[src/sv/btr_pkg.sv]
// ----------------------------------------------------------------------------
// btr_pkg: shared types and register codes for the beam-triggered reward
// and pulse-train core.
// ----------------------------------------------------------------------------
`timescale 1ns / 1ps

package btr_pkg;

  localparam int CFG_WIDTH       = 32;
  localparam int CFG_INDEX_WIDTH = 3;

  localparam logic [CFG_INDEX_WIDTH-1:0] REG_REWARD_TIME   = 3'd0;
  localparam logic [CFG_INDEX_WIDTH-1:0] REG_REWARD_ENABLE = 3'd1;
  localparam logic [CFG_INDEX_WIDTH-1:0] REG_SINGLE_SHOT   = 3'd2;
  localparam logic [CFG_INDEX_WIDTH-1:0] REG_LASER_ENABLE  = 3'd3;
  localparam logic [CFG_INDEX_WIDTH-1:0] REG_STIM_DELAY    = 3'd4;
  localparam logic [CFG_INDEX_WIDTH-1:0] REG_STIM_LENGTH   = 3'd5;
  localparam logic [CFG_INDEX_WIDTH-1:0] REG_PULSE_WIDTH   = 3'd6;
  localparam logic [CFG_INDEX_WIDTH-1:0] REG_PULSE_PERIOD  = 3'd7;

  typedef struct packed {
    logic [CFG_WIDTH-1:0] reward_time;
    logic                 reward_enable;
    logic                 single_shot;
    logic                 laser_enable;
    logic [CFG_WIDTH-1:0] stim_delay;
    logic [CFG_WIDTH-1:0] stim_length;
    logic [CFG_WIDTH-1:0] pulse_width;
    logic [CFG_WIDTH-1:0] pulse_period;
  } cfg_t;

  typedef struct packed {
    logic nose_present;
    logic entry_event;
    logic exit_event;
    logic reward_started;
    logic solenoid_on;
    logic stim_trigger;
  } rew_status_t;

  typedef struct packed {
    logic stim_started;
    logic stim_ended;
    logic laser_level;
  } stim_status_t;

endpackage

[src/sv/btr_reward.sv]
// ----------------------------------------------------------------------------
// btr_reward: beam edge tracking, single-shot spent mark and solenoid
// pulse timer. State advances on each accepted request.
// ----------------------------------------------------------------------------
`timescale 1ns / 1ps

module btr_reward #(
  parameter int TIME_WIDTH = 32
) (
  input  logic                 clk,
  input  logic                 rst,
  input  logic                 go,
  input  logic                 beam_level,
  input  logic                 reward_now,
  input  logic                 rearm,
  input  btr_pkg::cfg_t        cfg,
  output btr_pkg::rew_status_t status
);

  localparam int CW = ((TIME_WIDTH > btr_pkg::CFG_WIDTH) ? TIME_WIDTH : btr_pkg::CFG_WIDTH) + 1;

  logic                  beam_state;
  logic                  reward_busy;
  logic                  reward_spent;
  logic [TIME_WIDTH-1:0] reward_count;

  logic                  beam_state_next;
  logic                  reward_busy_next;
  logic                  reward_spent_next;
  logic [TIME_WIDTH-1:0] reward_count_next;

  logic                  spent_cleared;
  logic                  entry;
  logic                  leave;
  logic                  want;
  logic                  start;
  logic                  busy_mid;
  logic [TIME_WIDTH-1:0] count_inc;

  always_comb begin
    spent_cleared     = rearm ? 1'b0 : reward_spent;
    entry             = (beam_level != beam_state) && beam_level;
    leave             = (beam_level != beam_state) && !beam_level;
    beam_state_next   = beam_level;
    want              = (entry && cfg.reward_enable && !spent_cleared) || reward_now;
    reward_spent_next = (entry && cfg.single_shot) ? 1'b1 : spent_cleared;
    count_inc         = reward_count;
    if (reward_busy && (reward_count != {TIME_WIDTH{1'b1}})) begin
      count_inc = reward_count + TIME_WIDTH'(1);
    end
    start             = want && (cfg.reward_time != '0);
    busy_mid          = start || reward_busy;
    reward_count_next = start ? '0 : count_inc;
    reward_busy_next  = busy_mid && !(CW'(reward_count_next) > CW'(cfg.reward_time));
  end

  always_ff @(posedge clk) begin
    if (rst) begin
      beam_state   <= 1'b0;
      reward_busy  <= 1'b0;
      reward_spent <= 1'b0;
      reward_count <= '0;
    end else if (go) begin
      beam_state   <= beam_state_next;
      reward_busy  <= reward_busy_next;
      reward_spent <= reward_spent_next;
      reward_count <= reward_count_next;
    end
  end

  always_comb begin
    status.nose_present   = beam_state_next;
    status.entry_event    = entry;
    status.exit_event     = leave;
    status.reward_started = start;
    status.solenoid_on    = reward_busy_next;
    status.stim_trigger   = entry && cfg.laser_enable;
  end

endmodule

[src/sv/btr_stim.sv]
// ----------------------------------------------------------------------------
// btr_stim: laser stimulus timer. Delay, then a pulse train of set width
// and period inside the stimulus window.
// ----------------------------------------------------------------------------
`timescale 1ns / 1ps

module btr_stim #(
  parameter int TIME_WIDTH = 32
) (
  input  logic                  clk,
  input  logic                  rst,
  input  logic                  go,
  input  logic                  trigger,
  input  btr_pkg::cfg_t         cfg,
  output btr_pkg::stim_status_t status
);

  localparam int CW = ((TIME_WIDTH > btr_pkg::CFG_WIDTH) ? TIME_WIDTH : btr_pkg::CFG_WIDTH) + 1;

  logic                  stim_busy;
  logic                  laser_state;
  logic [TIME_WIDTH-1:0] stim_count;
  logic [TIME_WIDTH-1:0] next_pulse_at;

  logic                  stim_busy_next;
  logic                  laser_state_next;
  logic [TIME_WIDTH-1:0] stim_count_next;
  logic [TIME_WIDTH-1:0] next_pulse_at_next;

  logic                  ended;
  logic [TIME_WIDTH-1:0] offset;
  logic [CW-1:0]         off_end;
  logic [CW-1:0]         period_sum;

  always_comb begin
    stim_busy_next     = stim_busy;
    laser_state_next   = laser_state;
    stim_count_next    = stim_count;
    next_pulse_at_next = next_pulse_at;
    ended              = 1'b0;
    if (stim_busy && (stim_count != {TIME_WIDTH{1'b1}})) begin
      stim_count_next = stim_count + TIME_WIDTH'(1);
    end
    if (trigger) begin
      stim_busy_next     = 1'b1;
      stim_count_next    = '0;
      next_pulse_at_next = '0;
    end
    offset     = stim_count_next - TIME_WIDTH'(cfg.stim_delay);
    off_end    = CW'(next_pulse_at_next) + CW'(cfg.pulse_width);
    period_sum = CW'(next_pulse_at_next) + CW'(cfg.pulse_period);
    if (stim_busy_next && (CW'(stim_count_next) > CW'(cfg.stim_delay))) begin
      if (CW'(offset) >= CW'(cfg.stim_length)) begin
        stim_busy_next   = 1'b0;
        laser_state_next = 1'b0;
        ended            = 1'b1;
      end else if ((offset >= next_pulse_at_next) && !laser_state_next) begin
        laser_state_next = 1'b1;
      end else if (laser_state_next && (CW'(offset) >= off_end)) begin
        laser_state_next = 1'b0;
        if (period_sum >= CW'({TIME_WIDTH{1'b1}})) begin
          next_pulse_at_next = {TIME_WIDTH{1'b1}};
        end else begin
          next_pulse_at_next = period_sum[TIME_WIDTH-1:0];
        end
      end
    end
  end

  always_ff @(posedge clk) begin
    if (rst) begin
      stim_busy     <= 1'b0;
      laser_state   <= 1'b0;
      stim_count    <= '0;
      next_pulse_at <= '0;
    end else if (go) begin
      stim_busy     <= stim_busy_next;
      laser_state   <= laser_state_next;
      stim_count    <= stim_count_next;
      next_pulse_at <= next_pulse_at_next;
    end
  end

  always_comb begin
    status.stim_started = trigger;
    status.stim_ended   = ended;
    status.laser_level  = laser_state_next;
  end

endmodule

[src/sv/beam_triggered_reward_and_pulse_train_core.sv]
// ----------------------------------------------------------------------------
// beam_triggered_reward_and_pulse_train_core: beam-triggered solenoid reward
// and laser pulse-train generator, one request per timebase tick.
// An accepted request is held in the input register and its result is then captured
// in the result register. Throughput: one request per cycle unless out_stall holds
// the output, set by the one pass of counter add and compare between the registers.
// Reset (rst, synchronous) clears configuration, timers and both stages.
// ----------------------------------------------------------------------------
`timescale 1ns / 1ps

module beam_triggered_reward_and_pulse_train_core #(
  parameter int TIME_WIDTH = 32
) (
  input  logic                                clk,
  input  logic                                rst,
  input  logic                                cfg_we,
  input  logic [btr_pkg::CFG_INDEX_WIDTH-1:0] cfg_index,
  input  logic [btr_pkg::CFG_WIDTH-1:0]       cfg_data,
  input  logic                                in_valid,
  output logic                                in_stall,
  input  logic                                beam_level,
  input  logic                                reward_now,
  input  logic                                rearm,
  output logic                                out_valid,
  input  logic                                out_stall,
  output logic                                solenoid_on,
  output logic                                laser_level,
  output logic                                nose_present,
  output logic                                entry_event,
  output logic                                exit_event,
  output logic                                reward_started,
  output logic                                stim_started,
  output logic                                stim_ended
);

  btr_pkg::cfg_t         cfg;
  btr_pkg::rew_status_t  rew_status;
  btr_pkg::stim_status_t stim_status;

  logic in_q_valid;
  logic beam_q;
  logic reward_now_q;
  logic rearm_q;
  logic out_ready;
  logic go;

  always_ff @(posedge clk) begin
    if (rst) begin
      cfg <= '0;
    end else if (cfg_we) begin
      unique case (cfg_index)
        btr_pkg::REG_REWARD_TIME:   cfg.reward_time   <= cfg_data;
        btr_pkg::REG_REWARD_ENABLE: cfg.reward_enable <= cfg_data[0];
        btr_pkg::REG_SINGLE_SHOT:   cfg.single_shot   <= cfg_data[0];
        btr_pkg::REG_LASER_ENABLE:  cfg.laser_enable  <= cfg_data[0];
        btr_pkg::REG_STIM_DELAY:    cfg.stim_delay    <= cfg_data;
        btr_pkg::REG_STIM_LENGTH:   cfg.stim_length   <= cfg_data;
        btr_pkg::REG_PULSE_WIDTH:   cfg.pulse_width   <= cfg_data;
        btr_pkg::REG_PULSE_PERIOD:  cfg.pulse_period  <= cfg_data;
        default: ;
      endcase
    end
  end

  assign out_ready = !out_valid || !out_stall;
  assign go        = in_q_valid && out_ready;
  assign in_stall  = in_q_valid && !out_ready;

  always_ff @(posedge clk) begin
    if (rst) begin
      in_q_valid <= 1'b0;
    end else if (!in_stall) begin
      in_q_valid <= in_valid;
    end
  end

  always_ff @(posedge clk) begin
    if (!in_stall && in_valid) begin
      beam_q       <= beam_level;
      reward_now_q <= reward_now;
      rearm_q      <= rearm;
    end
  end

  btr_reward #(
    .TIME_WIDTH(TIME_WIDTH)
  ) u_reward (
    .clk       (clk),
    .rst       (rst),
    .go        (go),
    .beam_level(beam_q),
    .reward_now(reward_now_q),
    .rearm     (rearm_q),
    .cfg       (cfg),
    .status    (rew_status)
  );

  btr_stim #(
    .TIME_WIDTH(TIME_WIDTH)
  ) u_stim (
    .clk    (clk),
    .rst    (rst),
    .go     (go),
    .trigger(rew_status.stim_trigger),
    .cfg    (cfg),
    .status (stim_status)
  );

  always_ff @(posedge clk) begin
    if (rst) begin
      out_valid <= 1'b0;
    end else if (out_ready) begin
      out_valid <= go;
    end
  end

  always_ff @(posedge clk) begin
    if (go) begin
      solenoid_on    <= rew_status.solenoid_on;
      laser_level    <= stim_status.laser_level;
      nose_present   <= rew_status.nose_present;
      entry_event    <= rew_status.entry_event;
      exit_event     <= rew_status.exit_event;
      reward_started <= rew_status.reward_started;
      stim_started   <= stim_status.stim_started;
      stim_ended     <= stim_status.stim_ended;
    end
  end

endmodule
[config.mk]
export PLATFORM = sky130hd
export DESIGN_NAME = beam_triggered_reward_and_pulse_train_core
export DESIGN_NICKNAME = d
export VERILOG_FILES = /design/src/sv/btr_pkg.sv /design/src/sv/btr_reward.sv /design/src/sv/btr_stim.sv /design/src/sv/beam_triggered_reward_and_pulse_train_core.sv
export SDC_FILE = /design/constraint.sdc
export NUM_CORES = 1
export LEC_CHECK = 0
export BUFFER_PORTS_ARGS = -buffer_cell sky130_fd_sc_hd__buf_2
export CAP_MARGIN = 20
export CORE_MARGIN = 1
export CORE_UTILIZATION = 60
export DETAILED_ROUTE_END_ITERATION = 12
export PLACE_DENSITY = 0.77
export SKIP_LAST_GASP = 1
export SYNTH_ARGS = -nofsm -noshare
export SYNTH_HDL_FRONTEND = slang
export SYNTH_SLANG_ARGS = --single-unit
export TNS_END_PERCENT = 1
[constraint.sdc]
create_clock -name clk -period 14.7 [get_ports clk]
set_clock_uncertainty 0.2 [all_clocks]
set_input_delay 3.675 -clock clk [delete_from_list [all_inputs] [get_ports clk]]
set_output_delay 3.675 -clock clk [all_outputs]
set_load 0.01 [all_outputs]
==> flow_metrics.env, run 1 <==
export IMPL_first_pass_iters=6
export IMPL_fmax_ghz=0.117
export IMPL_ctsResizeCount=0
export IMPL_cp_slowest_cell="or4_1"
export IMPL_routed_wl_um=55600
export IMPL_drc=0
export IMPL_htree_levels=1
export IMPL_die_area_sq_um=33500
export IMPL_dpl_hpwl_um=41600
export IMPL_ctsLongestPathBuffers=3
export IMPL_grt_overflow=0
export IMPL_cts_tree="done"
export IMPL_synthTopCellsByArea="dfxtp_1 27%, ha_1 14%, nand2_1 11%"
export IMPL_place_inst=3037
export IMPL_wire_per_inst_um=18.0
export IMPL_dieWidth_um=183
export IMPL_io_buffers=52
export IMPL_grt_max_degree=107
export IMPL_crit_family="compound AO/OA/AOI/OAI gates"
export IMPL_netlist_area_sq_um=19700
export IMPL_drive_gt1_share_pct=5.38
export IMPL_hold_buffers=0
export IMPL_end_kind="flip-flop"
export IMPL_cts_setup_buffers=0
export IMPL_p_per_area_nw_per_um2=92.9
export IMPL_status="completed"
export IMPL_crit_top_cell="nand3_1"
export IMPL_max_stage_delay_ns=0.61
export IMPL_ant_nets=0
export IMPL_initial_utilization_pct=61.6
export IMPL_nNetsFinal=2905
export IMPL_place_ws_ns=6.42
export IMPL_cp_required_ns=14.90
export IMPL_syn_inst=2653
export IMPL_swShare_pct=28.9
export IMPL_antenna_found_initial=0
export IMPL_synth_top_area_share_pct=27.1
export IMPL_synth_seq_cells=277
export IMPL_clk_pin_slew_worst_paths_ns=0.06
export IMPL_num_rows=65
export IMPL_crit_buf_inv=0
export IMPL_rsz0062_at_grt="false"
export IMPL_clk_latency_ns=0.57
export IMPL_cts_root_buf="clkbuf_16"
export IMPL_intPower_mw=1.40
export IMPL_multi_input_area_sq_um=13000
export IMPL_gp_congestion=0.939
export IMPL_seq_area_sq_um=5660
export IMPL_slew_headroom_pct=38.4
export IMPL_die_h_um=183
export IMPL_crit_arrival_ns=8.74
export IMPL_fp_coreArea_sq_um=31900
export IMPL_area_delta_synth_final_pct=8.01
export IMPL_pwr_share_seq_pct=39.6
export IMPL_setup_slack_ns=6.15
export IMPL_grt_total_usage_pct=32.9
export IMPL_synth_edff_count=11
export IMPL_ys_async_sr_fraction_pct=0
export IMPL_combPwrFrac_pct=19.5
export IMPL_synth_area_per_cell_sq_um=7.41
export IMPL_vias=18821
export IMPL_final_min_clock_period_ns=8.55
export IMPL_yosysTopAreaCell="dfxtp_1"
export IMPL_cts_num_sinks=277
export IMPL_critPathKind="flip-flop to flip-flop"
export IMPL_antenna_cells=0
export IMPL_fin_crit_sh_pct=58.1
export IMPL_synth_seq_area_share_pct=28.8
export IMPL_leakage_nw=8.63
export IMPL_holdCritPathClass="flip-flop to flip-flop"
export IMPL_hold_viol=0
export IMPL_num_fill_cells=2875
export IMPL_grt_pass1_wl_um=89200
export IMPL_drt_iter0_markers=1433
export IMPL_synth_warnings=0
export IMPL_synth_fp_nets=2921
export IMPL_setup_violations=0
export IMPL_numCtsBuffers=31
export IMPL_ys_types=75
export IMPL_mostFrequentLayoutCells="549 x nand2_1, 363 x a21oi_1, 266 x dfxtp_1, 222 x ha_1, 184 x nor2_1"
export IMPL_clock_power_share_pct=41.0
export IMPL_worst_pin_slew_ns=0.923
export IMPL_maxSlewViolCount=0
export IMPL_grt_pass1_vias=17456
export IMPL_fin_setup_tns_ns=0
export IMPL_via_per_inst=6.09
export IMPL_io_pins=53
export IMPL_vdd_ir_drop_max_v=0.000105
export IMPL_cp_start_kind="flip-flop"
export IMPL_final_common_cell="nand2_1"
export IMPL_instances_no_fill=3093
export IMPL_path_max_fanout=11
export IMPL_fin_hold_ws_ns=0.256
export IMPL_ys_flop_type="dfxtp_1"
export IMPL_p_switching_mw=0.569
export IMPL_maxCapViolCount=0
layout make-up:
| type | instances | area share, % |
|---|---|---|
| inverter | 159 | 2.82 |
| multi-input combinational | 2099 | 61.1 |
| clock buffer | 45 | 4.19 |
| clock inverter | 9 | 0.731 |
| sequential | 277 | 26.6 |
| tap | 435 | 2.56 |
| timing repair buffer | 69 | 1.95 |
layer usage:
layer  vias to the layer above  GRT usage, %  wire (um)
met5                         -             0          0
met2                       636          54.3      25300
met3                       127          3.12       3250
li1                       9212             -          -
met4                         0          11.7       1960
met1                      8846          44.8      25100
synth_stat cells (all sizes together), types with 25 or more instances:
library cell / instances
a21o: 77
a21oi: 366
clkbuf: 107
dfxtp: 266
ha: 222
inv: 158
nand2: 550
nand3: 55
nand4: 42
nor2: 188
nor2b: 25
nor3: 33
o21ai: 100
xnor2: 67
xor2: 73
metrics by stage:
| step | instance area (sq um) | total power, mW | utilization [%] |
|---|---|---|---|
| floorplan | 19700 | 1.07 | - |
| global placement | 20100 | 1.16 | 63.2 |
| detailed placement | 20100 | 1.17 | 63.2 |
| CTS | 21200 | 1.97 | 66.5 |
| global route | 21200 | 2.05 | 66.6 |
| finish | 21200 | 1.97 | 66.6 |
worst register-to-register path, delay by kind of cell (launching register included):
kind,cells,cell delay [ns]
AND/OR/NAND/NOR,9,2.04
AO/OA/AOI/OAI,17,4.83
XOR/XNOR,1,0.23
flip-flops,1,0.45
adder cells (fa/ha/maj),2,0.63
power groups by stage:
stage          clock, mW  combinational, mW  sequential, mW
3_5_place_dp           0              0.374           0.797
4_1_cts            0.812              0.377           0.780
6_report           0.808              0.384           0.780
5_1_grt            0.842              0.429           0.782
3_3_place_gp           0              0.365           0.796
2_1_floorplan          0              0.271           0.795
cell families after synthesis:
logic type / Yosys count / synth area share [%]
multiplexers: 4 / 0.204
buffers and inverters: 277 / 5.34
flip-flops: 277 / 28.8
AO/OA/AOI/OAI: 713 / 22.1
XOR/XNOR: 140 / 6.32
AND/OR/NAND/NOR: 1016 / 22.8
adder cells (fa/ha/maj): 226 / 14.5
worst paths after layout:
check | from | end | slack (ns) | cells past startpoint
min | cfg[72]$_SDFFE_PP0P_ | cfg[72]$_SDFFE_PP0P_ | 0.26 | 2
max | u_stim.stim_count[25]$_SDFFE_PP0P_ | u_stim.next_pulse_at[27]$_SDFFE_PP0P_ | 6.15 | 29
max reg2reg | u_stim.stim_count[25]$_SDFFE_PP0P_ | u_stim.next_pulse_at[27]$_SDFFE_PP0P_ | 6.15 | 29
min reg2reg | cfg[72]$_SDFFE_PP0P_ | cfg[72]$_SDFFE_PP0P_ | 0.26 | 2
registers in the layout (all words and copies together) (netlist names), 32 cells and up:
name and cells:
u_reward.reward_count 32, cfg 163, u_stim.next_pulse_at 32, u_stim.stim_count 32
Power figures use the tool's default switching activity.
==> run 2, diff against run 1 <==
Settings changed: CORE_UTILIZATION 60 to 58, PLACE_DENSITY 0.77 to 0.78.
Clock period 14.7 ns to 7.7 ns, I/O delays scaled along.
==> flow_metrics.env, run 2 (synthesis gave the netlist of run 1 again) <==
export IMPL_grt_busiest_layer="met2"
export IMPL_die_area_sq_um=34600
export IMPL_grt_pass1_vias=17457
export IMPL_clk_latency_ns=0.55
export IMPL_routed_wl_um=56400
export IMPL_fin_crit_sh_pct=96.8
export IMPL_antenna_cells=0
export IMPL_path_max_fanout=19
export IMPL_critPathKind="flip-flop to flip-flop"
export IMPL_largest_register_ffs=163
export IMPL_slew_headroom_pct=26.9
export IMPL_fp_coreArea_sq_um=33400
export IMPL_die_h_um=186
export IMPL_ctsLongestPathBuffers=3
export IMPL_htree_levels=2
export IMPL_hold_buffers=0
export IMPL_met1_usage_pct=43.1
export IMPL_fmax_ghz=0.134
export IMPL_first_pass_iters=5
export IMPL_cp_start_kind="flip-flop"
export IMPL_fin_area_sq_um=21600
export IMPL_fin_util_pct=64.5
export IMPL_num_rows=67
export IMPL_clk_pin_slew_worst_paths_ns=0.06
export IMPL_crit_arrival_ns=7.71
export IMPL_nNetsFinal=2928
export IMPL_num_fill_cells=2919
export IMPL_wire_per_inst_um=18.0
export IMPL_area_delta_synth_final_pct=9.79
export IMPL_status="completed"
export IMPL_worst_pin_slew_ns=1.10
export IMPL_ant_nets=0
export IMPL_cts_tree="done"
export IMPL_dpl_hpwl_um=41500
export IMPL_maxSlewViolCount=0
export IMPL_leakage_nw=8.79
export IMPL_drive_gt1_share_pct=7.34
export IMPL_drc=0
export IMPL_cp_required_ns=7.96
export IMPL_antenna_found_initial=0
export IMPL_final_min_clock_period_ns=7.45
export IMPL_max_stage_delay_ns=0.58
export IMPL_initial_utilization_pct=58.8
export IMPL_end_kind="flip-flop"
export IMPL_fin_setup_tns_ns=0
export IMPL_grt_overflow=0
export IMPL_io_buffers=52
export IMPL_gp_congestion=1.01
export IMPL_final_common_cell="nand2_1"
export IMPL_via_per_inst=6.10
export IMPL_rsz0062_at_grt="true"
export IMPL_crit_top_cell="a21oi_1"
export IMPL_mostFrequentLayoutCells="549 x nand2_1, 360 x a21oi_1, 257 x dfxtp_1, 222 x ha_1, 183 x nor2_1"
export IMPL_hold_viol=0
export IMPL_p_per_area_nw_per_um2=179
export IMPL_maxCapViolCount=0
export IMPL_io_pins=53
export IMPL_post_dp_cell_area_sq_um=20300
export IMPL_regMostFlops="cfg"
export IMPL_drt_iter0_markers=1596
export IMPL_grt_total_usage_pct=32.5
export IMPL_grt_pass1_wl_um=89300
export IMPL_dieWidth_um=186
export IMPL_setup_slack_ns=0.246
export IMPL_place_ws_ns=-0.101
export IMPL_grt_use_met3_pct=4.09
export IMPL_cts_num_sinks=277
export IMPL_grt_max_degree=131
export IMPL_vias=19103
export IMPL_cts_root_buf="clkbuf_16"
export IMPL_numCtsBuffers=34
export IMPL_cp_slowest_cell="or4_4"
export IMPL_setup_violations=0
export IMPL_vdd_ir_drop_max_v=0.000186
export IMPL_grt_use_met2_pct=53.4
export IMPL_holdCritPathClass="flip-flop to flip-flop"
run 2: cell count changes in the layout (fill, tap and decap cells not counted), sizes merged:
| cell | change |
|---|---|
| buf | +20 |
| clkbuf | +9 |
| clkinv | -1 |
| inv | +1 |
| bufinv | -3 |
run 2: layout make-up:
class / count / area, sq um / area share, %
well taps: 448 / 561 / 2.60
multi-input cells: 2099 / 13100 / 60.7
clock buffers: 54 / 1050 / 4.85
flip-flops and latches: 277 / 5670 / 26.3
repair buffers: 89 / 548 / 2.54
clock inverters: 6 / 65.1 / 0.302
inverters: 159 / 598 / 2.77
run 2: per-layer routing:
metal	share of wire, %	vias to the layer above
met5	0	-
met1	44	8997
li1	-	9273
met3	7.0	131
met4	3.3	0
met2	46	702
run 2: path summary, 6_finish.rpt:
check / end / depth (start not counted) / from / slack, ns
hold reg to reg: cfg[66]$_SDFFE_PP0P_ / 2 / cfg[66]$_SDFFE_PP0P_ / 0.25
setup / recovery: u_stim.next_pulse_at[7]$_SDFFE_PP0P_ / 28 / u_stim.stim_count[27]$_SDFFE_PP0P_ / 0.25
hold / removal: cfg[66]$_SDFFE_PP0P_ / 2 / cfg[66]$_SDFFE_PP0P_ / 0.25
setup reg to reg: u_stim.next_pulse_at[7]$_SDFFE_PP0P_ / 28 / u_stim.stim_count[27]$_SDFFE_PP0P_ / 0.25
run 2: through the flow:
step,hold slack (ns),power (mW),std cells
2_1_floorplan,0.236,2.03,2653
3_3_place_gp,0.242,2.22,3065
3_5_place_dp,0.247,2.24,3065
4_1_cts,0.254,3.86,3125
5_1_grt,0.267,4.03,3132
6_report,0.254,3.87,3132
run 2: critical path, delay by kind of cell (launching register included):
family                   cells  cell delay, ns
adder cells (fa/ha/maj)      2            0.67
AND/OR/NAND/NOR              8            1.70
flip-flops                   1            0.37
buffers and inverters        2            0.37
AO/OA/AOI/OAI               15            3.89
XOR/XNOR                     1            0.14
run 2: power by group:
| group | switching [mW] | internal (mW) |
|---|---|---|
| clock | 0.652 | 0.966 |
| sequential | 0.0174 | 1.47 |
| combinational | 0.463 | 0.298 |
run 2: timing repair:
action                     CTS  global route
buffers inserted             0             6
setup endpoints to repair   28            33
gates cloned                 0             0
resized for setup            4            28
pin swaps                    1             9
